## src/rtl/png_scanline_unfilter_rgba8_unit_assert.svh

```systemverilog
// Assertion macros for the scanline unfilter unit.
// Each macro expects signals named clock and reset in the calling scope.
`ifndef PNG_SCANLINE_UNFILTER_RGBA8_UNIT_ASSERT_SVH
`define PNG_SCANLINE_UNFILTER_RGBA8_UNIT_ASSERT_SVH

// The consequent must hold in the same cycle as the antecedent.
`define PNGUNF_ASSERT_NOW(label, ante, cons, msg) \
   label: assert property (@(posedge clock) disable iff (reset) (ante) |-> (cons)) \
      else $error(msg);

// The consequent must hold in the cycle after the antecedent.
`define PNGUNF_ASSERT_NEXT(label, ante, cons, msg) \
   label: assert property (@(posedge clock) disable iff (reset) (ante) |=> (cons)) \
      else $error(msg);

`endif

```

## src/rtl/pngunf_pkg.sv

```systemverilog
`timescale 1ns / 1ps
package pngunf_pkg;

   typedef enum logic [2:0] {
      FILT_NONE  = 3'd0,
      FILT_SUB   = 3'd1,
      FILT_UP    = 3'd2,
      FILT_AVG   = 3'd3,
      FILT_PAETH = 3'd4
   } filter_type;

   localparam logic [7:0] FILTER_LAST = 8'd4;

   localparam logic CSR_IDX_WIDTH  = 1'b0;
   localparam logic CSR_IDX_HEIGHT = 1'b1;

   localparam logic STATUS_OK  = 1'b0;
   localparam logic STATUS_ERR = 1'b1;

   typedef struct packed {
      logic       is_err;
      filter_type filt;
      logic       left_ok;
      logic       up_ok;
      logic       done;
      logic [7:0] data;
   } slot_type;

   function automatic logic [7:0] paeth_pred(input logic [7:0] a,
                                             input logic [7:0] b,
                                             input logic [7:0] c);
      logic signed [9:0] da;
      logic signed [9:0] db;
      logic signed [9:0] dc;
      logic signed [9:0] pa;
      logic signed [9:0] pb;
      logic signed [9:0] pc;
      logic [7:0]        pick;
      da = $signed({2'b00, b}) - $signed({2'b00, c});
      db = $signed({2'b00, a}) - $signed({2'b00, c});
      dc = $signed({2'b00, a}) + $signed({2'b00, b}) - $signed({1'b0, c, 1'b0});
      pa = (da < 0) ? -da : da;
      pb = (db < 0) ? -db : db;
      pc = (dc < 0) ? -dc : dc;
      if (pa <= pb && pa <= pc) begin
         pick = a;
      end else if (pb <= pc) begin
         pick = b;
      end else begin
         pick = c;
      end
      return pick;
   endfunction

endpackage

```

## src/rtl/pngunf_recon.sv

```systemverilog
`timescale 1ns / 1ps
module pngunf_recon #(
   parameter int MAX_WIDTH_PIXELS = 4096,
   parameter int BYTES_PER_PIXEL  = 4,
   localparam int STORE_DEPTH = MAX_WIDTH_PIXELS * BYTES_PER_PIXEL,
   localparam int COL_W  = (STORE_DEPTH > 1) ? $clog2(STORE_DEPTH) : 1,
   localparam int LANE_W = (BYTES_PER_PIXEL > 1) ? $clog2(BYTES_PER_PIXEL) : 1
) (
   input  logic                 clock,
   input  logic                 reset,
   input  logic                 slot_valid,
   input  pngunf_pkg::slot_type slot,
   input  logic [COL_W-1:0]     slot_col,
   input  logic [LANE_W-1:0]    slot_lane,
   input  logic [7:0]           rd_data,
   output logic                 slot_free,
   output logic                 wr_en,
   output logic [COL_W-1:0]     wr_addr,
   output logic [7:0]           wr_data,
   output logic                 rsp_valid,
   input  logic                 rsp_stall,
   output logic [7:0]           rsp_pixel_byte,
   output logic                 rsp_status,
   output logic                 rsp_image_done
);
   import pngunf_pkg::*;

   logic [7:0] left_ff   [BYTES_PER_PIXEL];
   logic [7:0] upleft_ff [BYTES_PER_PIXEL];
   logic       rsp_valid_ff, rsp_valid_in;
   logic [7:0] pixel_ff, pixel_in;
   logic       status_ff, status_in;
   logic       done_ff, done_in;

   logic       retire;
   logic [7:0] left;
   logic [7:0] up;
   logic [7:0] upleft;
   logic [8:0] avg_sum;
   logic [7:0] pred;
   logic [7:0] res;

   assign slot_free = !slot_valid || !rsp_valid_ff || !rsp_stall;
   assign retire    = slot_valid && slot_free;

   always_comb begin
      up      = slot.up_ok ? rd_data : 8'd0;
      left    = slot.left_ok ? left_ff[slot_lane] : 8'd0;
      upleft  = (slot.up_ok && slot.left_ok) ? upleft_ff[slot_lane] : 8'd0;
      avg_sum = {1'b0, left} + {1'b0, up};
      case (slot.filt)
         FILT_SUB:   pred = left;
         FILT_UP:    pred = up;
         FILT_AVG:   pred = avg_sum[8:1];
         FILT_PAETH: pred = paeth_pred(left, up, upleft);
         default:    pred = 8'd0;
      endcase
      res = slot.data + pred;
   end

   assign wr_en   = retire && !slot.is_err;
   assign wr_addr = slot_col;
   assign wr_data = res;

   always_ff @(posedge clock) begin
      if (wr_en) begin
         left_ff[slot_lane]   <= res;
         upleft_ff[slot_lane] <= up;
      end
   end

   always_comb begin
      rsp_valid_in = rsp_valid_ff && rsp_stall;
      pixel_in     = pixel_ff;
      status_in    = status_ff;
      done_in      = done_ff;
      if (retire) begin
         rsp_valid_in = 1'b1;
         pixel_in     = slot.is_err ? 8'd0 : res;
         status_in    = slot.is_err ? STATUS_ERR : STATUS_OK;
         done_in      = slot.done;
      end
   end

   always_ff @(posedge clock) begin
      if (reset) begin
         rsp_valid_ff <= 1'b0;
      end else begin
         rsp_valid_ff <= rsp_valid_in;
      end
   end

   always_ff @(posedge clock) begin
      pixel_ff  <= pixel_in;
      status_ff <= status_in;
      done_ff   <= done_in;
   end

   assign rsp_valid      = rsp_valid_ff;
   assign rsp_pixel_byte = pixel_ff;
   assign rsp_status     = status_ff;
   assign rsp_image_done = done_ff;

endmodule

```

## config.mk

```make
export PLATFORM = sky130hd
export DESIGN_NAME = pngunf_recon
export DESIGN_NICKNAME = d
export VERILOG_FILES = /design/src/rtl/png_scanline_unfilter_rgba8_unit_assert.svh /design/src/rtl/pngunf_pkg.sv /design/src/rtl/pngunf_recon.sv
export SDC_FILE = /design/constraint.sdc
export NUM_CORES = 1
export LEC_CHECK = 0
export BUFFER_PORTS_ARGS = -buffer_cell sky130_fd_sc_hd__buf_2
export CAP_MARGIN = 0
export CORE_MARGIN = 4
export CORE_UTILIZATION = 30
export DETAILED_ROUTE_END_ITERATION = 10
export GPL_ROUTABILITY_DRIVEN = 0
export SYNTH_ARGS = -nofsm -noshare
export SYNTH_HDL_FRONTEND = slang
export SYNTH_SLANG_ARGS = --single-unit
```

## constraint.sdc

```tcl
create_clock -name clock -period 10.49 [get_ports clock]
set_input_delay 1.049 -clock clock [delete_from_list [all_inputs] [get_ports clock]]
set_output_delay 1.049 -clock clock [all_outputs]
set_load 0.1 [all_outputs]
```

==> impl_results.md, run 1 <==
- Gate power share: 52.3%
- Psw: between 600 and 700 uW
- CTS Buf Count: 9
- Dpl ws: slightly below 0.3 ns
- Global-route wire length before repair: 27.6 mm
- Slew @ Worst Pin: 0.806 ns
- Area post-placement: between 7000 and 8000 sq um
- Synth top area share: between 30% and 40%
- Area of the multi-input gates: about 4000 sq um
- Detailed Route WL: 17.6 mm
- Crit path capture: wr_data[7]
- Power density over the cells: approximately 190 nW/um^2
- Tot Pwr: approximately 1.4 mW
- Sequential Power Share: 24.7%
- ANT cells: 0
- CP max-delay cell: or4_1
- Vias: 5191
- Starting density of the core: between 30% and 40%
- Most used DFF post-synth: edfxtp_1
- Post-Route M1 WL: 8.20 mm
- WS Path Type: in2out
- Worst-path clk slew: 0.06 ns
- Clk sink count: 75
- Register area share after synthesis: 34.4%
- Synth area leaders: edfxtp_1 (34%), ha_1 (13%), mux4_2 (5.5%)
- CTS tree: yes
- Die Ht: about 160 microns
- Clock power share: 23.1%
- Register-to-register setup slack: approximately 2.4 ns
- Most frequent cell after synthesis: edfxtp_1
- Worst path depth: 31
- Register Area: approximately 2200 sq um
- Final min period: 9.95 ns
- Fill cells: 2167
- Unrepaired setup endpoints after global routing: false
- # hold bufs at CTS: 0
- Starting DRT DRC Count: 364
- Antenna viol nets, final: 0
- Initial antenna violation count: 1
- Htree depth: 3
- Fraction of layout cells with a size suffix above 1: about 17%
- Setup TNS: 0 ns
- #FFs+latches synth: 75
- First-pass DRT Iterations: 5
- Met3 routed WL: 1.11 mm
- Most Frequent Cell on Critical Path: ha_1
- Most frequent cells after synthesis: edfxtp_1 (74), ha_1 (69), inv_1 (59)
- Met2 WL: 8.01 mm
- Crit path max-delay family: simple AND/OR/NAND/NOR gates
- Internal power: 835 uW
- Peak Freq: around 0.1 GHz
- Final hold violations: 0
- Routed len/inst: approximately 18 microns
- Worst VDD drop: 108 uV
- DR top layer: met4
- CP Buf/Inv Count: 3
- Area grow syn2layout: 15.8%
- Synth Warn #: 0
- Largest net degree at the start of global routing: 21
- Synth area leader: edfxtp_1
- Mapped Cells: 654
- CTS Root Cell: clkbuf_16
- Max-Cap Viols: 0
- Syn avg cell area: 9.96 sq um
- Critical Path Source: slot_lane[0]
- GR Util All Layers: between 10 and 15%
- Critical-path maximum fanout: 15
- Skew-Pair Late Insertion Delay: 0.33 ns
- Die area: approximately 24000 sq um
- Synthesized cell area: 6520 sq um
- Worst Path Required: 9.44 ns
- R2R cell count: 29
- Fin area: 7540 sq um
- Max_slew headroom: a little under half
- Final setup violation count: 0
- Number of vias per cell: 5.23
- Clock tree buffer depth: 2
- Std-Cell Rows: 53
- PortBufs: between 40 and 50
- Crit end category: output port
- Reg-to-Reg Start: upleft_ff[3][1]
- Min-Delay Path Class: reg2reg
- DP HPWL: 14.4 mm
- Asr flop ratio synth: 0%
- Slew Limit Fails: 0
- Worst EP arrival: 8.91 ns
- CP peak stage delay: 0.54 ns
- Worst reg2reg endpoint: rsp_pixel_byte[7]
- CP Launch Type: input pin
- Status: complete, no violations
- Core ar.: ~21000 sq um
- Switching portion of total power: 41.8%
- Nets: 835
- DRC Markers: 0
- Final worst clock skew: 0.00832 ns
- P_leak: about 3.1 nW
- Io pins: 78
- Fin crit share: a little over nine tenths
- Congestion Overflow GR: 0
- Post-synth EDFFs: 74
- Cell variety after synth: 64
- Die span in x: 155 microns
- Fin worst setup slack: around 0.54 ns
- Number of global-route vias before repair: 5043
[layer usage]
metal,track usage (%),up-vias
met1,21.5,2478
met3,1.70,25
met4,3.67,0
met2,22.8,166
met5,0,-
li1,-,2522
[registers in the layout, summed over array words and instances, names as in the netlist]
name	flops
upleft_ff	32
rsp_status	1
rsp_image_done	1
left_ff	32
rsp_pixel_byte	8
rsp_valid	1
[metrics by stage]
| step | utilization [%] | std cells | hold WS, ns |
|---|---|---|---|
| 6_report | 35.5 | 992 | 0.540 |
| 5_1_grt | 35.5 | 992 | 0.589 |
| 4_1_cts | 35.2 | 991 | 0.546 |
| 3_5_place_dp | 33.7 | 975 | 0.530 |
| 3_3_place_gp | 33.7 | 975 | 0.517 |
| 2_1_floorplan | - | 656 | 0.981 |
[power groups by stage]
stage	clock network, mW	registers (mW)	logic [mW]
after global placement	0	0.360	0.721
after global routing	0.348	0.355	0.830
final	0.331	0.354	0.751
after floorplan	0	0.392	0.540
after CTS	0.337	0.354	0.728
after detailed placement	0	0.360	0.723
[placed cells by master (no fill, tap or decap), types with 5 or more instances in the layout]
master	synthesis	routed
fa_1	11	11
edfxtp_1	74	74
o21a_1	6	6
inv_1	59	59
nand3_1	14	13
o21ai_0	24	24
and2_1	16	16
nor2_1	40	40
a21oi_1	45	44
o21bai_1	8	8
or3_1	6	6
mux4_2	16	16
buf_4	14	22
nor2b_1	14	14
a211oi_1	14	13
a21o_1	15	15
clkbuf_16	0	9
nand2b_1	8	8
o211ai_1	6	6
nor3_1	12	12
o21ai_1	8	8
buf_2	2	46
a22oi_1	7	7
xnor2_1	26	23
o31ai_1	5	5
nand2_1	47	47
ha_1	69	69
xor2_1	15	14
[cells by family (layout without fill, tap and decap cells)]
kind of cell	Yosys count	count (layout)	synth area share [%]
other	2	4	0.115
AO/OA/AOI/OAI	169	169	17.2
adder cells (fa/ha/maj)	80	80	16.6
flip-flops	75	75	34.4
multiplexers	19	19	6.03
AND/OR/NAND/NOR	182	182	14.2
XOR/XNOR	42	42	5.76
buffers and inverters	85	146	5.74
[worst min-delay path by stage]
stage / start / end / cells after the start
2_1_floorplan: rsp_valid / rsp_valid / 2
3_3_place_gp: rsp_valid / rsp_valid / 2
3_5_place_dp: rsp_valid / rsp_valid / 2
4_1_cts: rsp_valid / rsp_valid / 2
5_1_grt: rsp_valid / rsp_valid / 2
6_report: rsp_valid / rsp_valid / 2
[what timing repair did]
item / in CTS / in global routing
endpoints found under the setup margin: 0 / 1
gates resized for setup: 0 / 13
setup buffers: 0 / 1
[worst min-delay path: cells and delay by family (launching register included)]
kind,cells,cell delay [ns]
DFF,1,0.36
AOI/OAI and AO/OA,1,0.08
and+or+nand+nor,1,0.07
[cell type report]
cell class / count / share of cell area, %
clock buffers: 9 / 2.99
clock inverters: 7 / 1.31
flip-flops and latches: 75 / 29.7
multi-input cells: 496 / 52.7
repair buffers: 71 / 5.76
well taps: 275 / 4.56
inverters: 59 / 2.94
(Power assumes the default switching activity.)
==> run 2: changes to the inputs <==
Settings changed: RECOVER_POWER set to 100.
==> run 2 against run 1 <==
Non-clock buffer count is the same. Die area unchanged. Sequential share of layout area up 0.19 points. Clock-buffer cell count stayed put. Clock power about the same. Global-route usage unchanged. Register-to-register slack hardly changed.
==> impl_results.md, run 2 (synthesis results as in run 1) <==
- Peak Freq: 0.101 GHz (about the same)
- Routed len/inst: 17.9 microns (+0.70%)
- Skew-Pair Late Insertion Delay: 0.33 ns (about the same)
- Tot Pwr: 1.44 mW (about the same)
- Number of vias per cell: 5.24 (+0.19%)
- Max-Cap Viols: 0 (unchanged)
- Nets: 835 (unchanged)
- Fin crit share: 94.8% (about the same)
- PortBufs: 49 (unchanged)
- Io pins: 78 (unchanged)
- Worst EP arrival: 8.90 ns (about the same)
- Final worst clock skew: 0.00912 ns (+0.000806 ns)
- Power density over the cells: 192 nW/um^2 (+0.69%)
- GR Util All Layers: 14.6% (unchanged)
- Antenna viol nets, final: 0 (unchanged)
- Global-route wire length before repair: 27.6 mm (unchanged)
- ANT cells: 0 (unchanged)
- Starting density of the core: 30.7% (unchanged)
- Congestion Overflow GR: 0 (unchanged)
- Detailed Route WL: 17.7 mm (+0.70%)
- DRC Markers: 0 (unchanged)
- Final min period: 9.95 ns (-0.00783 ns)
- Dpl ws: 0.291 ns (unchanged)
- CTS Buf Count: 9 (unchanged)
- Std-Cell Rows: 53 (unchanged)
- Initial antenna violation count: 0 (-1)
- Final hold violations: 0 (unchanged)
- Commonest cells after routing, fill and taps aside: edfxtp_1 (74), ha_1 (69), inv_1 (59), nand2_1 (47), a21oi_1 (44)
- Worst Path Required: 9.44 ns (about the same)
- # hold bufs at CTS: 0 (unchanged)
- Slew Limit Fails: 0 (unchanged)
- CP Launch Type: input pin
- Core Util, Final: 35.3% (-0.23 points)
- Fraction of layout cells with a size suffix above 1: 13.9% (-3.2 points)
- Die span in x: 155 microns (unchanged)
- Largest net degree at the start of global routing: 21 (unchanged)
- Worst VDD drop: 108 uV (-0.14%)
- Area post-placement: 7150 sq um (unchanged)
- Slew @ Worst Pin: 1.19 ns (+0.383 ns)
- Starting DRT DRC Count: 410 (+13%)
- Die area: 24100 sq um (unchanged)
- Worst-path clk slew: 0.06 ns (about the same)
- CTS Root Cell: clkbuf_16
- Number of global-route vias before repair: 5043 (unchanged)
- Area grow syn2layout: 15.0%
- Core ar.: 21200 sq um (unchanged)
- CP max-delay cell: mux4_2
- CTS tree: yes
- DP HPWL: 14.4 mm (unchanged)
- CP peak stage delay: 0.54 ns (about the same)
- First-pass DRT Iterations: 5 (unchanged)
- Min-Delay Path Class: reg2reg
- Max_slew headroom: 21.1% (-25 points)
- Final setup violation count: 0 (unchanged)
- Crit end category: output port
- Clk sink count: 75 (unchanged)
- Vias: 5201 (+0.19%)
- P_leak: 3.06 nW (-2.3%)
- Htree depth: 3 (unchanged)
- Clock tree buffer depth: 2 (unchanged)
- Fin area: 7490 sq um (-0.65%)
- Die Ht: 155 microns (unchanged)
- Critical-path maximum fanout: 15 (unchanged)
- Status: complete, no violations
- Most Frequent Cell on Critical Path: ha_1
- Fin worst setup slack: 0.543 ns (+0.00783 ns)
- Most common cell after layout, fill and taps aside: edfxtp_1
- WS Path Type: in2out
[run 2: cell count changes in the layout (fill, tap and decap cells not counted), sizes merged]
cell,change
buf,-22
clkbuf,+22
[run 2: final timing paths]
| check | from | slack [ns] | depth (start not counted) | end |
|---|---|---|---|---|
| worst max-delay path | slot_lane[0] | 0.54 | 31 | wr_data[7] |
| worst min-delay path | rsp_valid | 0.54 | 2 | rsp_valid |
| worst max register to register | upleft_ff[3][1] | 2.43 | 29 | rsp_pixel_byte[7] |
| worst min register to register | rsp_valid | 0.54 | 2 | rsp_valid |
[run 2: metrics by stage]
| step | TNS (ns) | hold slack, ns | std cells |
|---|---|---|---|
| 3_3_place_gp | 0 | 0.517 | 975 |
| 6_report | 0 | 0.542 | 992 |
| 5_1_grt | -0.0121 | 0.592 | 992 |
| 4_1_cts | 0 | 0.546 | 991 |
| 3_5_place_dp | 0 | 0.530 | 975 |
| 2_1_floorplan | 0 | 0.981 | 656 |
[run 2: layout make-up]
type | instances | area [sq um]
Clock buffer | 9 | 225
Clock inverter | 7 | 98.8
Fill cell | 2178 | 13700
Inverter | 59 | 221
Multi-Input combinational cell | 496 | 3970
Sequential cell | 75 | 2240
Tap cell | 275 | 344
Timing Repair Buffer | 71 | 392
[run 2: what timing repair did]
item / CTS / global route
buffers inserted: 0 / 1
hold endpoints to repair: 0 / 0
gates resized for setup: 0 / 13
setup endpoints to repair: 0 / 1
[run 2: worst max-delay path: cells and delay by family]
| family | cells | cell delay, ns |
|---|---|---|
| mux | 2 | 0.80 |
| simple gates | 13 | 3.34 |
| fa+ha+maj | 4 | 1.50 |
| compound gates | 8 | 1.32 |
| xor+xnor | 1 | 0.31 |
| buf+inv | 3 | 0.56 |
[run 2: metal layers]
metal	share of wire [%]	track usage [%]	vias to the layer above
li1	-	-	2527
met1	49	21.5	2504
met2	45	22.8	145
met3	4.5	1.70	25
met4	1.6	3.67	0
met5	0	0	-
[run 2: report_power, final]
| group | leakage, nW | switching (mW) | internal (mW) | total (mW) |
|---|---|---|---|---|
| Clock | 0.152 | 0.121 | 0.210 | 0.331 |
| Sequential | 0.697 | 0.00250 | 0.352 | 0.354 |
| Combinational | 2.21 | 0.479 | 0.272 | 0.751 |
==> run 3: changes to the inputs <==
--- a/config.mk
+++ b/config.mk
@@ -6,9 +6,9 @@
 export NUM_CORES = 1
 export LEC_CHECK = 0
-export BUFFER_PORTS_ARGS = -buffer_cell sky130_fd_sc_hd__buf_2
 export CAP_MARGIN = 0
 export CORE_MARGIN = 4
 export CORE_UTILIZATION = 30
 export DETAILED_ROUTE_END_ITERATION = 10
+export DONT_BUFFER_PORTS = 1
 export GPL_ROUTABILITY_DRIVEN = 0
 export RECOVER_POWER = 100
==> constraint.sdc (replaced) <==
create_clock -name clock -period 10.5 [get_ports clock]
set_input_delay 1.575 -clock clock [delete_from_list [all_inputs] [get_ports clock]]
set_output_delay 1.575 -clock clock [all_outputs]
set_load 0.1 [all_outputs]
==> run 3 against run 2 <==
Die area unchanged. Combinational power rose by 2.8%. Highest routed layer unchanged. Flip-flop and latch count did not move. Largest power group unchanged. Critical path type unchanged. Critical endpoint unchanged.
==> impl_results.md, run 3 (synthesis results as in run 1) <==
- Critical-path maximum fanout: 20 (+5)
- First-pass DRT Iterations: 5 (unchanged)
- Final setup violation count: 0 (unchanged)
- Worst-path clk slew: 0.06 ns (about the same)
- Htree depth: 3 (unchanged)
- CP max-delay cell: or4_4
- DRC Markers: 0 (unchanged)
- P_leak: 3.04 nW (-0.48%)
- Internal power: 859 uW (+3.1%)
- Die area: 24100 sq um (unchanged)
- Clk sink count: 75 (unchanged)
- Tot Pwr: 1.48 mW (+3.0%)
- CTS tree: yes
- Crit end category: output port
- Io pins: 78 (unchanged)
- WS Path Type: in2out
- Largest net degree at the start of global routing: 21 (unchanged)
- Final worst clock skew: 0.00805 ns (-0.00108 ns)
- Number of global-route vias before repair: 4948 (-1.9%)
- Clock tree buffer depth: 2 (unchanged)
- PortBufs: 0 (-100%)
- Final hold violations: 0 (unchanged)
- Max-Cap Viols: 0 (unchanged)
- Max_slew headroom: 8.16% (-13 points)
- Switching portion of total power: 41.9% (about the same)
- Slew Limit Fails: 0 (unchanged)
- Std-Cell Rows: 53 (unchanged)
- Global-route wire length before repair: 28.1 mm (+1.6%)
- Final Instance Count excl. Fillers: 968 (-2.4%)
- Final min period: 10.21 ns
- Skew-Pair Late Insertion Delay: 0.33 ns (about the same)
- Most common cell after layout, fill and taps aside: edfxtp_1
- Commonest cells after routing, fill and taps aside: edfxtp_1 (74), ha_1 (67), inv_1 (59), nand2_1 (45)
- Vias: 5101 (-1.9%)
- Worst Path Required: 8.93 ns (-0.51 ns)
- Fin area: 7600 sq um (+1.5%)
- Fin crit share: 97.2%
- CP Launch Type: input pin
- Routed len/inst: 18.8 microns (+5.2%)
- Peak Freq: 0.0980 GHz
- Placed insts: 949 (-2.7%)
- Min-Delay Path Class: reg2reg
- ANT cells: 0 (unchanged)
- Core ar.: 21200 sq um (unchanged)
- Setup TNS: 0 ns (unchanged)
- Area grow syn2layout: 16.7%
- Worst EP arrival: 8.63 ns (-0.27 ns)
- Sequential Power Share: 26.1% (+1.4 points)
- Area post-placement: 7140 sq um (-0.19%)
- Number of vias per cell: 5.27 (+0.51%)
- Psw: 621 uW (+2.9%)
- Initial antenna violation count: 0 (unchanged)
- CTS Buf Count: 9 (unchanged)
- Antenna viol nets, final: 0 (unchanged)
- Final hold slack: 1.02 ns (+0.478 ns)
- DP HPWL: 14.4 mm (+0.21%)
- Worst VDD drop: 85.5 uV (-21%)
- Detailed Route WL: 18.2 mm (+2.6%)
- Fraction of layout cells with a size suffix above 1: 16.7% (+2.8 points)
- Clock power share: 21.8% (-1.2 points)
- CP peak stage delay: 0.61 ns (+0.07 ns)
- Die span in x: 155 microns (unchanged)
- GR Util All Layers: 14.9% (+0.31 points)
- Power density over the cells: 195 nW/um^2 (+1.6%)
- Status: complete, no violations
- Die Ht: 155 microns (unchanged)
- Starting DRT DRC Count: 447 (+9.0%)
- Slew @ Worst Pin: 1.38 ns (+0.189 ns)
- Nets: 811 (-2.9%)
- Congestion Overflow GR: 0 (unchanged)
- Gate power share: 52.1% (-0.2 points)
- Starting density of the core: 30.7% (unchanged)
- CTS Root Cell: clkbuf_16
run 3: cell count changes in the layout (fill, tap and decap cells not counted), moves of 3 or more:
cell / change
nor3_1: -3
a21oi_2: +4
and2_1: -3
a21oi_1: -4
buf_4: +17
o21ai_0: -3
clkbuf_1: -11
buf_2: -30
nor3_2: +4
run 3: cell type report:
class / count / area [sq um]
clock inverter: 7 / 92.6
inverter: 59 / 221
clock buffer: 9 / 225
tap: 275 / 344
fill: 2134 / 13600
multi-input combinational: 496 / 4140
timing repair buffer: 47 / 334
sequential: 75 / 2240
run 3: power by group through the flow:
stage	clock [mW]	sequential [mW]	combinational [mW]
after CTS	0.330	0.386	0.714
after detailed placement	0	0.392	0.708
after global routing	0.347	0.387	0.846
final	0.322	0.386	0.772
after floorplan	0	0.392	0.546
after global placement	0	0.392	0.704
run 3: layer usage:
| layer | part of all wire (%) | GRT usage [%] | up-vias |
|---|---|---|---|
| met5 | 0 | 0 | - |
| met4 | 1.4 | 3.75 | 0 |
| met3 | 5.1 | 2.42 | 16 |
| met2 | 44 | 22.3 | 147 |
| met1 | 49 | 22.3 | 2471 |
| li1 | - | - | 2467 |
run 3: metrics by stage:
stage               utilization (%)  worst slack (ns)
floorplan                         -           -0.0167
global placement               33.6            -0.105
detailed placement             33.6           -0.0110
CTS                            35.2            0.0320
global route                   35.8           -0.0326
finish                         35.8             0.291
run 3: worst paths after layout:
path / startpoint / endpoint / slack [ns] / cells after the start
hold / removal: rsp_valid / rsp_valid / 1.02 / 2
setup / recovery: slot_lane[0] / wr_data[7] / 0.29 / 31
hold reg to reg: rsp_valid / rsp_valid / 1.02 / 2
setup reg to reg: left_ff[3][2] / left_ff[2][7] / 2.85 / 31
run 3: critical path: cells and delay by family:
| kind | cells | cell delay (ns) |
|---|---|---|
| and+or+nand+nor | 13 | 3.08 |
| AOI/OAI and AO/OA | 10 | 1.61 |
| adders and majority gates | 4 | 1.37 |
| muxes | 1 | 0.46 |
| buffers and inverters | 2 | 0.37 |
| xor gates and xnor gates | 1 | 0.14 |
run 3: timing repair:
| action | CTS | global route |
|---|---|---|
| endpoints found under the setup margin | 1 | 2 |
| pin swaps | 1 | 10 |
| hold buffers | 0 | 0 |
| buffers inserted | 0 | 3 |
| gates cloned | 0 | 0 |
| resized for setup | 3 | 38 |
