[config.mk]
export PLATFORM = sky130hd
export DESIGN_NAME = pngunf_ctrl
export DESIGN_NICKNAME = d
export VERILOG_FILES = /design/src/rtl/png_scanline_unfilter_rgba8_unit_assert.svh /design/src/rtl/pngunf_pkg.sv /design/src/rtl/pngunf_ctrl.sv
export SDC_FILE = /design/constraint.sdc
export NUM_CORES = 1
export LEC_CHECK = 0
export ABC_CLOCK_PERIOD_IN_PS = 7700
export BUFFER_PORTS_ARGS = -buffer_cell sky130_fd_sc_hd__buf_2
export CELL_PAD_IN_SITES_DETAIL_PLACEMENT = 0
export CELL_PAD_IN_SITES_GLOBAL_PLACEMENT = 2
export CORE_UTILIZATION = 36
export DETAILED_ROUTE_END_ITERATION = 10
export PLACE_DENSITY = 0.86
export SLEW_MARGIN = 20
export SYNTH_ARGS = -nofsm -noshare
export SYNTH_HDL_FRONTEND = slang
export SYNTH_SLANG_ARGS = --single-unit
[constraint.sdc]
create_clock -name clock -period 7.7 [get_ports clock]
set_clock_uncertainty 0.1 [all_clocks]
set_input_delay 1.155 -clock clock [delete_from_list [all_inputs] [get_ports clock]]
set_output_delay 1.155 -clock clock [all_outputs]
set_load 0.01 [all_outputs]
[src/rtl/png_scanline_unfilter_rgba8_unit_assert.svh]
// Assertion macros for the scanline unfilter unit.
// Each macro expects signals named clock and reset in the calling scope.
`ifndef PNG_SCANLINE_UNFILTER_RGBA8_UNIT_ASSERT_SVH
`define PNG_SCANLINE_UNFILTER_RGBA8_UNIT_ASSERT_SVH

// The consequent must hold in the same cycle as the antecedent.
`define PNGUNF_ASSERT_NOW(label, ante, cons, msg) \
   label: assert property (@(posedge clock) disable iff (reset) (ante) |-> (cons)) \
      else $error(msg);

// The consequent must hold in the cycle after the antecedent.
`define PNGUNF_ASSERT_NEXT(label, ante, cons, msg) \
   label: assert property (@(posedge clock) disable iff (reset) (ante) |=> (cons)) \
      else $error(msg);

`endif

[src/rtl/pngunf_pkg.sv]
`timescale 1ns / 1ps
package pngunf_pkg;

   typedef enum logic [2:0] {
      FILT_NONE  = 3'd0,
      FILT_SUB   = 3'd1,
      FILT_UP    = 3'd2,
      FILT_AVG   = 3'd3,
      FILT_PAETH = 3'd4
   } filter_type;

   localparam logic [7:0] FILTER_LAST = 8'd4;

   localparam logic CSR_IDX_WIDTH  = 1'b0;
   localparam logic CSR_IDX_HEIGHT = 1'b1;

   localparam logic STATUS_OK  = 1'b0;
   localparam logic STATUS_ERR = 1'b1;

   typedef struct packed {
      logic       is_err;
      filter_type filt;
      logic       left_ok;
      logic       up_ok;
      logic       done;
      logic [7:0] data;
   } slot_type;

   function automatic logic [7:0] paeth_pred(input logic [7:0] a,
                                             input logic [7:0] b,
                                             input logic [7:0] c);
      logic signed [9:0] da;
      logic signed [9:0] db;
      logic signed [9:0] dc;
      logic signed [9:0] pa;
      logic signed [9:0] pb;
      logic signed [9:0] pc;
      logic [7:0]        pick;
      da = $signed({2'b00, b}) - $signed({2'b00, c});
      db = $signed({2'b00, a}) - $signed({2'b00, c});
      dc = $signed({2'b00, a}) + $signed({2'b00, b}) - $signed({1'b0, c, 1'b0});
      pa = (da < 0) ? -da : da;
      pb = (db < 0) ? -db : db;
      pc = (dc < 0) ? -dc : dc;
      if (pa <= pb && pa <= pc) begin
         pick = a;
      end else if (pb <= pc) begin
         pick = b;
      end else begin
         pick = c;
      end
      return pick;
   endfunction

endpackage

[src/rtl/pngunf_ctrl.sv]
`timescale 1ns / 1ps
module pngunf_ctrl #(
   parameter int MAX_WIDTH_PIXELS = 4096,
   parameter int BYTES_PER_PIXEL  = 4,
   localparam int STORE_DEPTH = MAX_WIDTH_PIXELS * BYTES_PER_PIXEL,
   localparam int COL_W  = (STORE_DEPTH > 1) ? $clog2(STORE_DEPTH) : 1,
   localparam int LANE_W = (BYTES_PER_PIXEL > 1) ? $clog2(BYTES_PER_PIXEL) : 1
) (
   input  logic                clock,
   input  logic                reset,
   input  logic [12:0]         width_cfg,
   input  logic [15:0]         height_cfg,
   input  logic                req_valid,
   input  logic [7:0]          req_data_byte,
   output logic                req_stall,
   input  logic                slot_free,
   output logic                slot_valid,
   output pngunf_pkg::slot_type slot,
   output logic [COL_W-1:0]    slot_col,
   output logic [LANE_W-1:0]   slot_lane,
   output logic                rd_en,
   output logic [COL_W-1:0]    rd_addr
);
   import pngunf_pkg::*;

   localparam int ROW_W  = $clog2(STORE_DEPTH + 1);
   localparam int WPIX_W = $clog2(MAX_WIDTH_PIXELS + 1);

   logic [COL_W-1:0]  col_ff, col_in;
   logic [LANE_W-1:0] lane_ff, lane_in;
   logic              left_ok_ff, left_ok_in;
   logic [15:0]       row_ff, row_in;
   filter_type        filt_ff, filt_in;
   logic              await_ff, await_in;
   logic              halted_ff, halted_in;
   logic              slot_valid_ff, slot_valid_in;
   slot_type          slot_ff, slot_in;
   logic [COL_W-1:0]  slot_col_ff, slot_col_in;
   logic [LANE_W-1:0] slot_lane_ff, slot_lane_in;

   logic              accept;
   logic [WPIX_W-1:0] wpix;
   logic [ROW_W-1:0]  row_bytes;
   logic [ROW_W-1:0]  col_next;
   logic              row_end;
   logic [15:0]       row_next;
   logic [15:0]       height_eff;
   logic              last_row;
   logic              lane_wrap;

   assign req_stall = !halted_ff && !slot_free;
   assign accept    = req_valid && !req_stall;

   always_comb begin
      if (width_cfg == 13'd0) begin
         wpix = WPIX_W'(1);
      end else if (32'(width_cfg) > MAX_WIDTH_PIXELS) begin
         wpix = WPIX_W'(MAX_WIDTH_PIXELS);
      end else begin
         wpix = WPIX_W'(width_cfg);
      end
      row_bytes  = ROW_W'(wpix * BYTES_PER_PIXEL);
      col_next   = ROW_W'(col_ff) + ROW_W'(1);
      row_end    = col_next >= row_bytes;
      row_next   = row_ff + 16'd1;
      height_eff = (height_cfg == 16'd0) ? 16'd1 : height_cfg;
      last_row   = (row_next == 16'd0) || (row_next >= height_eff);
      lane_wrap  = lane_ff == LANE_W'(BYTES_PER_PIXEL - 1);
   end

   always_comb begin
      col_in        = col_ff;
      lane_in       = lane_ff;
      left_ok_in    = left_ok_ff;
      row_in        = row_ff;
      filt_in       = filt_ff;
      await_in      = await_ff;
      halted_in     = halted_ff;
      slot_valid_in = slot_free ? 1'b0 : slot_valid_ff;
      slot_in       = slot_ff;
      slot_col_in   = slot_col_ff;
      slot_lane_in  = slot_lane_ff;
      rd_en         = 1'b0;
      if (accept && !halted_ff) begin
         if (await_ff) begin
            if (req_data_byte > FILTER_LAST) begin
               halted_in      = 1'b1;
               slot_valid_in  = 1'b1;
               slot_in.is_err = 1'b1;
               slot_in.filt   = FILT_NONE;
               slot_in.left_ok = 1'b0;
               slot_in.up_ok  = 1'b0;
               slot_in.done   = 1'b0;
               slot_in.data   = 8'd0;
            end else begin
               filt_in    = filter_type'(req_data_byte[2:0]);
               await_in   = 1'b0;
               col_in     = '0;
               lane_in    = '0;
               left_ok_in = 1'b0;
            end
         end else begin
            slot_valid_in   = 1'b1;
            slot_in.is_err  = 1'b0;
            slot_in.filt    = filt_ff;
            slot_in.left_ok = left_ok_ff;
            slot_in.up_ok   = row_ff != 16'd0;
            slot_in.done    = row_end && last_row;
            slot_in.data    = req_data_byte;
            slot_col_in     = col_ff;
            slot_lane_in    = lane_ff;
            rd_en           = 1'b1;
            if (row_end) begin
               col_in     = '0;
               lane_in    = '0;
               left_ok_in = 1'b0;
               await_in   = 1'b1;
               row_in     = last_row ? 16'd0 : row_next;
            end else begin
               col_in = COL_W'(col_next);
               if (lane_wrap) begin
                  lane_in    = '0;
                  left_ok_in = 1'b1;
               end else begin
                  lane_in = lane_ff + LANE_W'(1);
               end
            end
         end
      end
   end

   always_ff @(posedge clock) begin
      if (reset) begin
         col_ff        <= '0;
         lane_ff       <= '0;
         left_ok_ff    <= 1'b0;
         row_ff        <= 16'd0;
         filt_ff       <= FILT_NONE;
         await_ff      <= 1'b1;
         halted_ff     <= 1'b0;
         slot_valid_ff <= 1'b0;
      end else begin
         col_ff        <= col_in;
         lane_ff       <= lane_in;
         left_ok_ff    <= left_ok_in;
         row_ff        <= row_in;
         filt_ff       <= filt_in;
         await_ff      <= await_in;
         halted_ff     <= halted_in;
         slot_valid_ff <= slot_valid_in;
      end
   end

   always_ff @(posedge clock) begin
      slot_ff      <= slot_in;
      slot_col_ff  <= slot_col_in;
      slot_lane_ff <= slot_lane_in;
   end

   assign slot_valid = slot_valid_ff;
   assign slot       = slot_ff;
   assign slot_col   = slot_col_ff;
   assign slot_lane  = slot_lane_ff;
   assign rd_addr    = col_ff;

endmodule

==> out/qor.csv, run 1 <==
stage;metric;value;unit
timing;post-layout min period;3.87;ns
critical_path;critical path fanouts, max;9;
critical_path;slowest CP cell;nor4_1;
synthesis;Mapped Avg Cell Area;9.24;µm²
clock_tree;CTS tree;built;
clock_tree;CTS H-tree lvls;3;
critical_path;type of destination of the critical path;flop;
floorplan;Rows;38;
critical_path;worst path cell trace;ha_1 -> nand3_1 -> nor4_1 -> nor2b_1 -> xor2_1 -> ha_1 -> a21oi_1 -> o21ai_0 -> and2_1 -> a21o_1 -> nor2_1 -> a221o_1;
grt;total grt overflow;0;
synthesis;cells after synthesis;450;
place;HPWL after DPL;7.53;mm
timing;Final Hold Viols;0;
layout;area delta synth->final;20.9;%
grt;number of global-route vias before repair;3159;
synthesis;fraction of registers with async set/reset;0;
critical_path;WS Path Type;flop to flop;
synthesis;Yosys top cell area share;0.224;
synthesis;Post-Syn Nets;525;
synthesis;synth top area cells;edfxtp_1 22%, dfxtp_1 19%, ha_1 10%;
layout;area of the multi-input gates;2230;µm²
synthesis;synth cell count leaders;46 x nand2_1, 43 x nor2_1, 39 x dfxtp_1;
pwr;Pwr per Cell Area;189;nW/µm²
detailed_routing;Final ANT Viol Nets;0;
synthesis;number of synthesized register bits;70;
floorplan;Starting Density;0.377;
clock_tree;Setup Buffers After CTS;0;
timing;Pins Over Slew Limit;0;
grt;GRT Overall Usage;0.173;
synthesis;Post-synth EDFFs;31;
critical_path;Top Family by Delay on Critical Path;simple AND/OR/NAND/NOR gates;
run;Max Cap Violations;0;
floorplan;die height;109;µm
pwr;worst ir drop on vdd;0.122;mV
layout;# diodes;0;
layout;area taken by flip-flops and latches;1710;µm²
synthesis;Post-Syn Area;4160;µm²
detailed_routing;via/cell ratio;5.16;
clock_tree;# resized after CTS;0;
detailed_routing;WL/cell;14.7;µm
critical_path;Crit path top cell by count;ha_1;
synthesis;synth warn;0;
place;Buffers on Ports;88;
detailed_routing;Via Count;3501;
timing;RSZ-0062 raised after global routing;no;
pwr;Design Power;950;µW
detailed_routing;final wirelength;9.94;mm
synthesis;post-synthesis sequential area ratio;0.412;
critical_path;Critical Path AT;3.99;ns
floorplan;Die W;109;µm
timing;setup TNS;0;ns
critical_path;crit-path max cell delay;0.56;ns
timing;Setup-failing EPs final;0;
detailed_routing;DRC Markers;0;
layout;Nets;608;
layout;layout cells sized above 1;0.214;
floorplan;core box area;11000;µm²
worst_hold_path;Min-Delay Path Class;flop to flop;
critical_path;worst path bufs/invs;0;
synthesis;top-count cell post-synth;nand2_1;
timing;fin crit share;0.502;
grt;global-route wire length before repair;15.8;mm
place;dpl ws;3.83;ns
grt;largest net degree at the start of global routing;29;
clock_tree;Root Buffer;clkbuf_16;
floorplan;die area;12000;µm²
pwr;P_leak;2.18;nW
layout;Final Instance Area;5030;µm²
clock_tree;total CTS buffers;9;
clock_tree;Reg clk slew, reported paths;0.06;ns
place;Placed Area;4700;µm²
detailed_routing;1st-iter DRT viols;202;
timing;maximum clock rate;259;MHz
clock_tree;Longest Clk Path Bufs;2;
timing;Slew HR;0.468;
synthesis;Primary FF master, synth;dfxtp_1;
grt;initial antenna violation count;0;
critical_path;critical path required time;7.82;ns
synthesis;Netlist cell types;61;
clock_tree;worst-skew pair later-pin latency;0.33;ns
floorplan;number of top-level pins;89;
detailed_routing;DR pass1 iterations;4;
timing;Least-Margin Pin Slew;0.797;ns
critical_path;Startpoint Class;flop;
run_status;outcome;finished, final reports clean;
clock_tree;total clock sinks;70;
synthesis;largest area contributor in the netlist;edfxtp_1;
clock_tree;CTS Hold Bufs;0;
place;Final Wtd Congestion;0.826;
timing;final setup margin;3.83;ns
layout;fill cell count;1116;
==> stage by stage <==
stage,hold WS [ns],instances,utilization
6_report,0.373,678,0.456
3_5_place_dp,0.357,662,0.426
5_1_grt,0.387,678,0.456
4_1_cts,0.369,678,0.456
3_3_place_gp,0.347,662,0.426
2_1_floorplan,0.329,450,-
==> layout make-up <==
class	instances	area share
tap	140	0.0349
clock inverter	5	0.0164
multi-input combinational	331	0.444
timing repair buffer	93	0.0951
sequential	70	0.341
inverter	28	0.0209
clock buffer	11	0.0483
==> flip-flops by register name, indices dropped and copies added, names as in the netlist <==
name	flops
filt_ff	3
row_ff	16
await_ff	1
slot_lane	2
slot_col	14
rd_addr	14
left_ok_ff	1
halted_ff	1
lane_ff	2
slot	15
slot_valid	1
==> power by group <==
group / total (mW) / switching (mW) / internal, mW
clock: 0.448 / 0.155 / 0.293
sequential: 0.413 / 0.0179 / 0.395
combinational: 0.0890 / 0.0465 / 0.0424
total: 0.950 / 0.220 / 0.730
==> cell families (layout without fill, tap and decap cells) <==
family	count (synthesis)	after routing	synth area share
AOI/OAI and AO/OA	72	72	0.120
DFF	70	70	0.412
and+or+nand+nor	184	184	0.227
buffers and inverters	49	137	0.0518
muxes	3	3	0.00722
adders and majority gates	34	34	0.102
xor gates and xnor gates	38	38	0.0800
==> cells in the final DEF, fill, tap and decap left out, drive strengths merged, types with 3 or more instances in the layout <==
cell / count
a21o: 7
a21oi: 19
a22o: 3
and3: 3
buf: 93
clkbuf: 11
clkinv: 3
dfxtp: 39
edfxtp: 31
ha: 34
inv: 28
mux2i: 3
nand2: 46
nand2b: 5
nand3: 17
nand3b: 8
nand4: 12
nor2: 45
nor2b: 15
nor3: 8
nor4: 11
o21ai: 11
o31ai: 4
or4: 5
xnor2: 21
xor2: 17
==> worst paths after layout <==
kind	start	to	slack (ns)	cells after the start
setup / recovery	rd_addr[1]$_SDFFE_PP0P_	row_ff[3]$_SDFFE_PP0P_	3.83	12
hold / removal	lane_ff[1]$_SDFFE_PP0P_	slot_lane[1]$_DFFE_PP_	0.37	0
setup reg to reg	rd_addr[1]$_SDFFE_PP0P_	row_ff[3]$_SDFFE_PP0P_	3.83	12
hold reg to reg	lane_ff[1]$_SDFFE_PP0P_	slot_lane[1]$_DFFE_PP_	0.37	0
==> routing by layer <==
metal,track usage,up-vias,share of wire
li1,-,1769,-
met1,0.240,1607,0.48
met2,0.269,111,0.45
met3,0.0279,14,0.053
met4,0.0667,0,0.016
met5,0,-,0
(Power assumes the default switching activity.)
==> run 2, diff against run 1 <==
--- a/config.mk
+++ b/config.mk
@@ -5,13 +5,13 @@
 export SDC_FILE = /design/constraint.sdc
 export NUM_CORES = 1
 export LEC_CHECK = 0
-export ABC_CLOCK_PERIOD_IN_PS = 7700
+export ABC_CLOCK_PERIOD_IN_PS = 3350
 export BUFFER_PORTS_ARGS = -buffer_cell sky130_fd_sc_hd__buf_2
 export CELL_PAD_IN_SITES_DETAIL_PLACEMENT = 0
 export CELL_PAD_IN_SITES_GLOBAL_PLACEMENT = 2
-export CORE_UTILIZATION = 36
+export CORE_UTILIZATION = 30
 export DETAILED_ROUTE_END_ITERATION = 10
-export PLACE_DENSITY = 0.86
+export PLACE_DENSITY = 0.76
 export SLEW_MARGIN = 20
 export SYNTH_ARGS = -nofsm -noshare
 export SYNTH_HDL_FRONTEND = slang
==> constraint.sdc (replaced) <==
create_clock -name clock -period 3.35 [get_ports clock]
set_clock_uncertainty 0.1 [all_clocks]
set_input_delay 0.5025 -clock clock [delete_from_list [all_inputs] [get_ports clock]]
set_output_delay 0.5025 -clock clock [all_outputs]
set_load 0.01 [all_outputs]
==> run 2 against run 1 <==
Critical path depth rose by 1. First-iteration DRC count up 7.4%. Power is 110% higher. Setup slack lost 3.7 ns. Sequential share of layout area decreased by 3.3 points.
==> out/qor.csv, run 2 (synthesized netlist as in run 1, its figures left out) <==
stage;metric;value;unit;change
critical_path;worst path cell trace;nand4_1 -> buf_6 -> nor4_4 -> xnor2_2 -> inv_1 -> ha_1 -> a21o_1 -> a21o_1 -> nor3b_2 -> a31oi_4 -> buf_4 -> or4_1 -> o31ai_1;;was ha_1 -> nand3_1 -> nor4_1 -> nor2b_1 -> xor2_1 -> ha_1 -> a21oi_1 -> o21ai_0 -> and2_1 -> a21o_1 -> nor2_1 -> a221o_1
grt;initial antenna violation count;0;;unchanged
clock_tree;CTS H-tree lvls;3;;unchanged
timing;Pins Over Slew Limit;0;;unchanged
run_status;outcome;finished, final reports clean;;unchanged
floorplan;core box area;13400;µm²;was 11000 µm²
detailed_routing;1st-iter DRT viols;217;;was 202
layout;most common cell after layout, fill and taps aside;buf_2;;unchanged
place;Buffers on Ports;88;;unchanged
critical_path;crit-path max cell delay;0.40;ns;was 0.56 ns
pwr;P_leak;2.49;nW;was 2.18 nW
clock_tree;total clock sinks;70;;unchanged
layout;most flop-heavy register;row_ff;;unchanged
critical_path;slowest CP cell;or4_1;;was nor4_1
detailed_routing;Final ANT Viol Nets;0;;unchanged
detailed_routing;via/cell ratio;4.85;;was 5.16
timing;maximum clock rate;311;MHz;was 259 MHz
layout;area of the multi-input gates;2420;µm²;was 2230 µm²
floorplan;die area;14300;µm²;was 12000 µm²
clock_tree;total CTS buffers;9;;unchanged
floorplan;number of top-level pins;89;;unchanged
critical_path;WS Path Type;flop to flop;;unchanged
layout;Final Instance Area;5600;µm²;was 5030 µm²
detailed_routing;final wirelength;10.8;mm;was 9.94 mm
layout;Nets;658;;was 608
detailed_routing;DRC Markers;0;;unchanged
critical_path;critical path fanouts, max;7;;was 9
critical_path;type of destination of the critical path;flop;;unchanged
layout;area taken by flip-flops and latches;1720;µm²;was 1710 µm²
detailed_routing;Via Count;3702;;was 3501
timing;final hold slack;0.348;ns;was 0.373 ns
clock_tree;CTS tree;built;;unchanged
timing;setup TNS;0;ns;unchanged
timing;Slew HR;0.620;;was 0.468
layout;layout cells sized above 1;0.328;;was 0.214
place;Final Wtd Congestion;0.872;;was 0.826
grt;global-route wire length before repair;17.0;mm;was 15.8 mm
critical_path;Critical Path AT;3.35;ns;was 3.99 ns
critical_path;Startpoint Class;flop;;unchanged
layout;fill cell count;1340;;was 1116
worst_hold_path;Min-Delay Path Class;input port to flop;;was flop to flop
pwr;Pwr per Cell Area;363;nW/µm²;was 189 nW/µm²
critical_path;Crit path top cell by count;a21o_1;;was ha_1
timing;Setup-failing EPs final;0;;unchanged
layout;# diodes;0;;unchanged
critical_path;critical path required time;3.48;ns;was 7.82 ns
run;Max Cap Violations;0;;unchanged
grt;number of global-route vias before repair;3445;;was 3159
timing;Final Hold Viols;0;;unchanged
timing;Least-Margin Pin Slew;0.570;ns;was 0.797 ns
detailed_routing;DR pass1 iterations;5;;was 4
grt;GRT Overall Usage;0.150;;was 0.173
floorplan;Rows;42;;was 38
layout;area delta synth->final;34.8;%;was 20.9%
detailed_routing;WL/cell;14.1;µm;was 14.7 µm
clock_tree;Reg clk slew, reported paths;0.06;ns;about the same
pwr;Design Power;2.04;mW;was 950 µW
place;Placed Area;5100;µm²;was 4700 µm²
floorplan;Die W;120;µm;was 109 µm
floorplan;die height;120;µm;was 109 µm
pwr;worst ir drop on vdd;0.225;mV;was 0.122 mV
critical_path;worst path bufs/invs;3;;was 0
timing;post-layout min period;3.22;ns;was 3.87 ns
clock_tree;Root Buffer;clkbuf_16;;unchanged
clock_tree;CTS Hold Bufs;0;;unchanged
critical_path;Top Family by Delay on Critical Path;simple AND/OR/NAND/NOR gates;;unchanged
place;HPWL after DPL;8.06;mm;was 7.53 mm
timing;fin crit share;0.961;;was 0.502
grt;largest net degree at the start of global routing;29;;unchanged
floorplan;Starting Density;0.310;;was 0.377
clock_tree;worst-skew pair later-pin latency;0.32;ns;was 0.33 ns
layout;commonest cells after routing, fill and taps aside;88 x buf_2, 53 x buf_4, 46 x nand2_1;;was 88 x buf_2, 46 x nand2_1, 43 x nor2_1
clock_tree;Longest Clk Path Bufs;2;;unchanged
grt;total grt overflow;0;;unchanged
layout;number of flip-flops in the largest register;16;;unchanged
==> run 2: cell count changes in the layout (fill, tap and decap cells not counted), moves of 3 or more <==
cell / change
buf_4: +48
dfxtp_1: -8
dfxtp_2: +7
nor4_1: -5
nor4_4: +5
xor2_1: -3
xor2_2: +3
==> run 2: worst paths after layout <==
check	startpoint	end	slack, ns	cells after the start
max	row_ff[3]$_SDFFE_PP0P_	row_ff[8]$_SDFFE_PP0P_	0.13	13
min	req_data_byte[2]	filt_ff[2]$_SDFFE_PP0P_	0.35	3
max reg2reg	row_ff[3]$_SDFFE_PP0P_	row_ff[8]$_SDFFE_PP0P_	0.13	13
min reg2reg	left_ok_ff$_SDFFE_PP0P_	left_ok_ff$_SDFFE_PP0P_	0.37	2
==> run 2: metal layers <==
metal | global-route usage | part of all wire
met1 | 0.202 | 0.48
met4 | 0.0492 | 0.012
met3 | 0.0280 | 0.047
met5 | 0 | 0
met2 | 0.242 | 0.46
==> run 2: final cells by class <==
class                           instances  area share
Clock buffer                           12      0.0422
Multi-Input combinational cell        331       0.433
Clock inverter                          4     0.00424
Sequential cell                        70       0.308
Tap cell                              176      0.0393
Inverter                               28      0.0188
Timing Repair Buffer                  143       0.155
==> run 2: worst register-to-register path, delay by kind of cell (launching register included) <==
kind | cells | cell delay, ns
XOR/XNOR | 1 | 0.18
buffers and inverters | 3 | 0.51
AO/OA/AOI/OAI | 4 | 0.56
adder cells (fa/ha/maj) | 1 | 0.21
flip-flops | 1 | 0.36
AND/OR/NAND/NOR | 4 | 1.20
==> run 2: where the power goes <==
| part | switching [mW] | internal (mW) | leakage [nW] |
|---|---|---|---|
| clock network | 0.334 | 0.497 | 0.120 |
| logic | 0.138 | 0.135 | 1.77 |
| registers | 0.0226 | 0.909 | 0.603 |
| total | 0.494 | 1.54 | 2.49 |
==> run 2: timing repair <==
item | in CTS | in global routing
gates cloned | 0 | 0
setup endpoints to repair | 3 | 23
gates resized for setup | 4 | 37
setup buffers | 1 | 5
pin swaps | 3 | 15
==> run 2: per-stage QoR <==
stage / setup slack (ns) / std cells / util
2_1_floorplan: 0.0661 / 450 / -
3_3_place_gp: -0.0148 / 742 / 0.381
3_5_place_dp: -0.0461 / 742 / 0.381
4_1_cts: 0.00125 / 759 / 0.402
5_1_grt: -0.0671 / 764 / 0.418
6_report: 0.130 / 764 / 0.418
==> run 3, diff against run 2 <==
--- a/config.mk
+++ b/config.mk
@@ -11,6 +11,7 @@
 export CELL_PAD_IN_SITES_GLOBAL_PLACEMENT = 2
 export CORE_UTILIZATION = 30
 export DETAILED_ROUTE_END_ITERATION = 10
+export MAX_ROUTING_LAYER = met4
 export PLACE_DENSITY = 0.76
 export SLEW_MARGIN = 20
 export SYNTH_ARGS = -nofsm -noshare
==> constraint.sdc (replaced) <==
create_clock -name clock -period 3.35 [get_ports clock]
set_clock_uncertainty 0.1 [all_clocks]
set_input_delay 0.335 -clock clock [delete_from_list [all_inputs] [get_ports clock]]
set_output_delay 0.335 -clock clock [all_outputs]
set_load 0.01 [all_outputs]
==> run 3 against run 2 <==
Power rose by 0.20%. Clock-buffer cell count is 1 higher. Cell area down 1.8%. Critical path depth unchanged. Fmax is 0.54% lower. Setup slack got worse by 0.017 ns. Register-to-register slack lost 0.02 ns. Wire length increased by 1.4%. Via count rose by 0.78%. Sequential share of layout area grew 0.36 points. Worst hold slack worse by 0.17 ns. Critical path type unchanged. Largest power group unchanged.
==> out/qor.csv, run 3 (synthesized netlist as in run 1, its figures left out) <==
stage;metric;value;unit;change
timing;fin crit share;0.966;;was 0.961
place;placed cells;743;;was 742
worst_hold_path;hold path start;req_data_byte[1];;was req_data_byte[2]
grt;global-route wire length before repair;17.5;mm;was 17.0 mm
clock_tree;CTS tree;built;;unchanged
grt;GRT Overall Usage;0.159;;was 0.150
clock_tree;Longest Clk Path Bufs;2;;unchanged
place;Placed Area;5110;µm²;was 5100 µm²
layout;layout cells sized above 1;0.305;;was 0.328
clock_tree;CTS H-tree lvls;3;;unchanged
detailed_routing;WL/cell;14.3;µm;was 14.1 µm
timing;Pins Over Slew Limit;0;;unchanged
clock_tree;total clock sinks;70;;unchanged
worst_hold_path;worst hold stages;3;;unchanged
critical_path;worst flop-to-flop path endpoint;row_ff[8]$_SDFFE_PP0P_;;unchanged
timing;maximum clock rate;309;MHz;was 311 MHz
place;Final Wtd Congestion;0.852;;was 0.872
place;HPWL after DPL;8.29;mm;was 8.06 mm
critical_path;WS Path Type;flop to flop;;unchanged
clock_tree;total CTS buffers;9;;unchanged
run_status;outcome;finished, final reports clean;;unchanged
floorplan;Rows;42;;unchanged
clock_tree;Reg clk slew, reported paths;0.06;ns;about the same
critical_path;flop2flop setup slack;0.11;ns;was 0.13 ns
grt;total grt overflow;0;;unchanged
grt;largest net degree at the start of global routing;29;;unchanged
floorplan;core box area;13400;µm²;unchanged
clock_tree;Root Buffer;clkbuf_16;;unchanged
timing;RSZ-0062 raised after global routing;yes;;
detailed_routing;Final ANT Viol Nets;0;;unchanged
detailed_routing;1st-iter DRT viols;298;;was 217
critical_path;type of destination of the critical path;flop;;unchanged
layout;number of flip-flops in the largest register;16;;unchanged
critical_path;critical path fanouts, max;9;;was 7
layout;most common cell after layout, fill and taps aside;buf_2;;unchanged
clock_tree;CTS Hold Bufs;0;;unchanged
layout;area delta synth->final;32.4;%;was 34.8%
layout;Layout Cells excl Fill;762;;was 764
floorplan;Starting Density;0.310;;unchanged
critical_path;R2R Path Start;row_ff[3]$_SDFFE_PP0P_;;unchanged
detailed_routing;via/cell ratio;4.90;;was 4.85
run;Max Cap Violations;0;;unchanged
critical_path;Critical Path AT;3.38;ns;was 3.35 ns
critical_path;depth of the worst register-to-register path;13;;unchanged
floorplan;number of top-level pins;89;;unchanged
pwr;Pwr per Cell Area;371;nW/µm²;was 363 nW/µm²
place;Buffers on Ports;88;;unchanged
layout;most flop-heavy register;row_ff;;unchanged
timing;post-layout min period;3.24;ns;was 3.22 ns
floorplan;die height;120;µm;unchanged
layout;# diodes;0;;unchanged
worst_hold_path;Min-Delay Path Class;input port to flop;;unchanged
layout;commonest cells after routing, fill and taps aside;88 x buf_2, 52 x buf_4, 46 x nand2_1;;was 88 x buf_2, 53 x buf_4, 46 x nand2_1
timing;Final Hold Viols;0;;unchanged
floorplan;die area;14300;µm²;unchanged
detailed_routing;DR pass1 iterations;4;;was 5
pwr;P_leak;2.44;nW;was 2.49 nW
detailed_routing;Via Count;3731;;was 3702
grt;initial antenna violation count;0;;unchanged
timing;Least-Margin Pin Slew;0.560;ns;was 0.570 ns
critical_path;Startpoint Class;flop;;unchanged
critical_path;critical path required time;3.50;ns;was 3.48 ns
timing;Setup-failing EPs final;0;;unchanged
detailed_routing;final wirelength;10.9;mm;was 10.8 mm
layout;Final Instance Area;5500;µm²;was 5600 µm²
timing;final hold slack;0.180;ns;was 0.348 ns
detailed_routing;DRC Markers;0;;unchanged
layout;Nets;656;;was 658
grt;number of global-route vias before repair;3589;;was 3445
timing;Slew HR;0.626;;was 0.620
floorplan;Die W;120;µm;unchanged
pwr;worst ir drop on vdd;0.211;mV;was 0.225 mV
clock_tree;worst-skew pair later-pin latency;0.33;ns;was 0.32 ns
worst_hold_path;Hold Path Sink;filt_ff[1]$_SDFFE_PP0P_;;was filt_ff[2]$_SDFFE_PP0P_
## run 3: worst max-delay path: stages, from the launching register on
cell and delay, ns:
dfxtp_1 0.39, nand4_1 0.17, buf_4 0.19, nor4_2 0.25
xnor2_1 0.22, inv_1 0.10, ha_1 0.33, a21o_1 0.20
a21o_1 0.23, nor3b_2 0.24, a31oi_4 0.07, buf_4 0.19
or4_1 0.40, o31ai_1 0.07
## run 3: worst max path at each step
stage	from	endpoint	slack [ns]	depth (start not counted)
6_report	row_ff[3]$_SDFFE_PP0P_	row_ff[8]$_SDFFE_PP0P_	0.11	13
5_1_grt	row_ff[3]$_SDFFE_PP0P_	row_ff[8]$_SDFFE_PP0P_	-0.04	13
4_1_cts	rd_addr[2]$_SDFFE_PP0P_	row_ff[8]$_SDFFE_PP0P_	0.004	13
3_5_place_dp	rd_addr[0]$_SDFFE_PP0P_	rd_addr[12]$_SDFFE_PP0P_	0.02	12
3_3_place_gp	row_ff[3]$_SDFFE_PP0P_	row_ff[8]$_SDFFE_PP0P_	0.05	13
2_1_floorplan	row_ff[0]$_SDFFE_PP0P_	row_ff[3]$_SDFFE_PP0P_	0.07	14
## run 3: final cells by class
type | count | area, µm²
well taps | 176 | 220
fillers | 1325 | 7900
clock inverters | 3 | 15.0
clock buffers | 13 | 240
inverters | 28 | 105
multi-input cells | 331 | 2360
flip-flops and latches | 70 | 1710
repair buffers | 141 | 851
## run 3: metal layers
metal,part of all wire,global-route usage
met5,0,-
met4,0.023,0.0578
met3,0.037,0.0252
met2,0.45,0.255
met1,0.49,0.203
## run 3: repair_timing
item | 4_1_cts | 5_1_grt
setup buffers | 0 | 3
pin swaps | 1 | 8
endpoints found under the setup margin | 4 | 23
resized for setup | 2 | 21
## run 3: power by group
group	internal [mW]	switching [mW]
Sequential	0.908	0.0231
Clock	0.498	0.336
Combinational	0.134	0.140
Total	1.54	0.499
## run 3: through the flow
| step | TNS (ns) | setup slack (ns) | utilization | total power [mW] |
|---|---|---|---|---|
| floorplan | 0 | 0.0661 | - | 1.11 |
| global placement | 0 | 0.0486 | 0.381 | 1.21 |
| detailed placement | 0 | 0.0158 | 0.381 | 1.22 |
| CTS | 0 | 0.00354 | 0.401 | 2.05 |
| global route | -0.0482 | -0.0430 | 0.411 | 2.12 |
| finish | 0 | 0.113 | 0.411 | 2.04 |
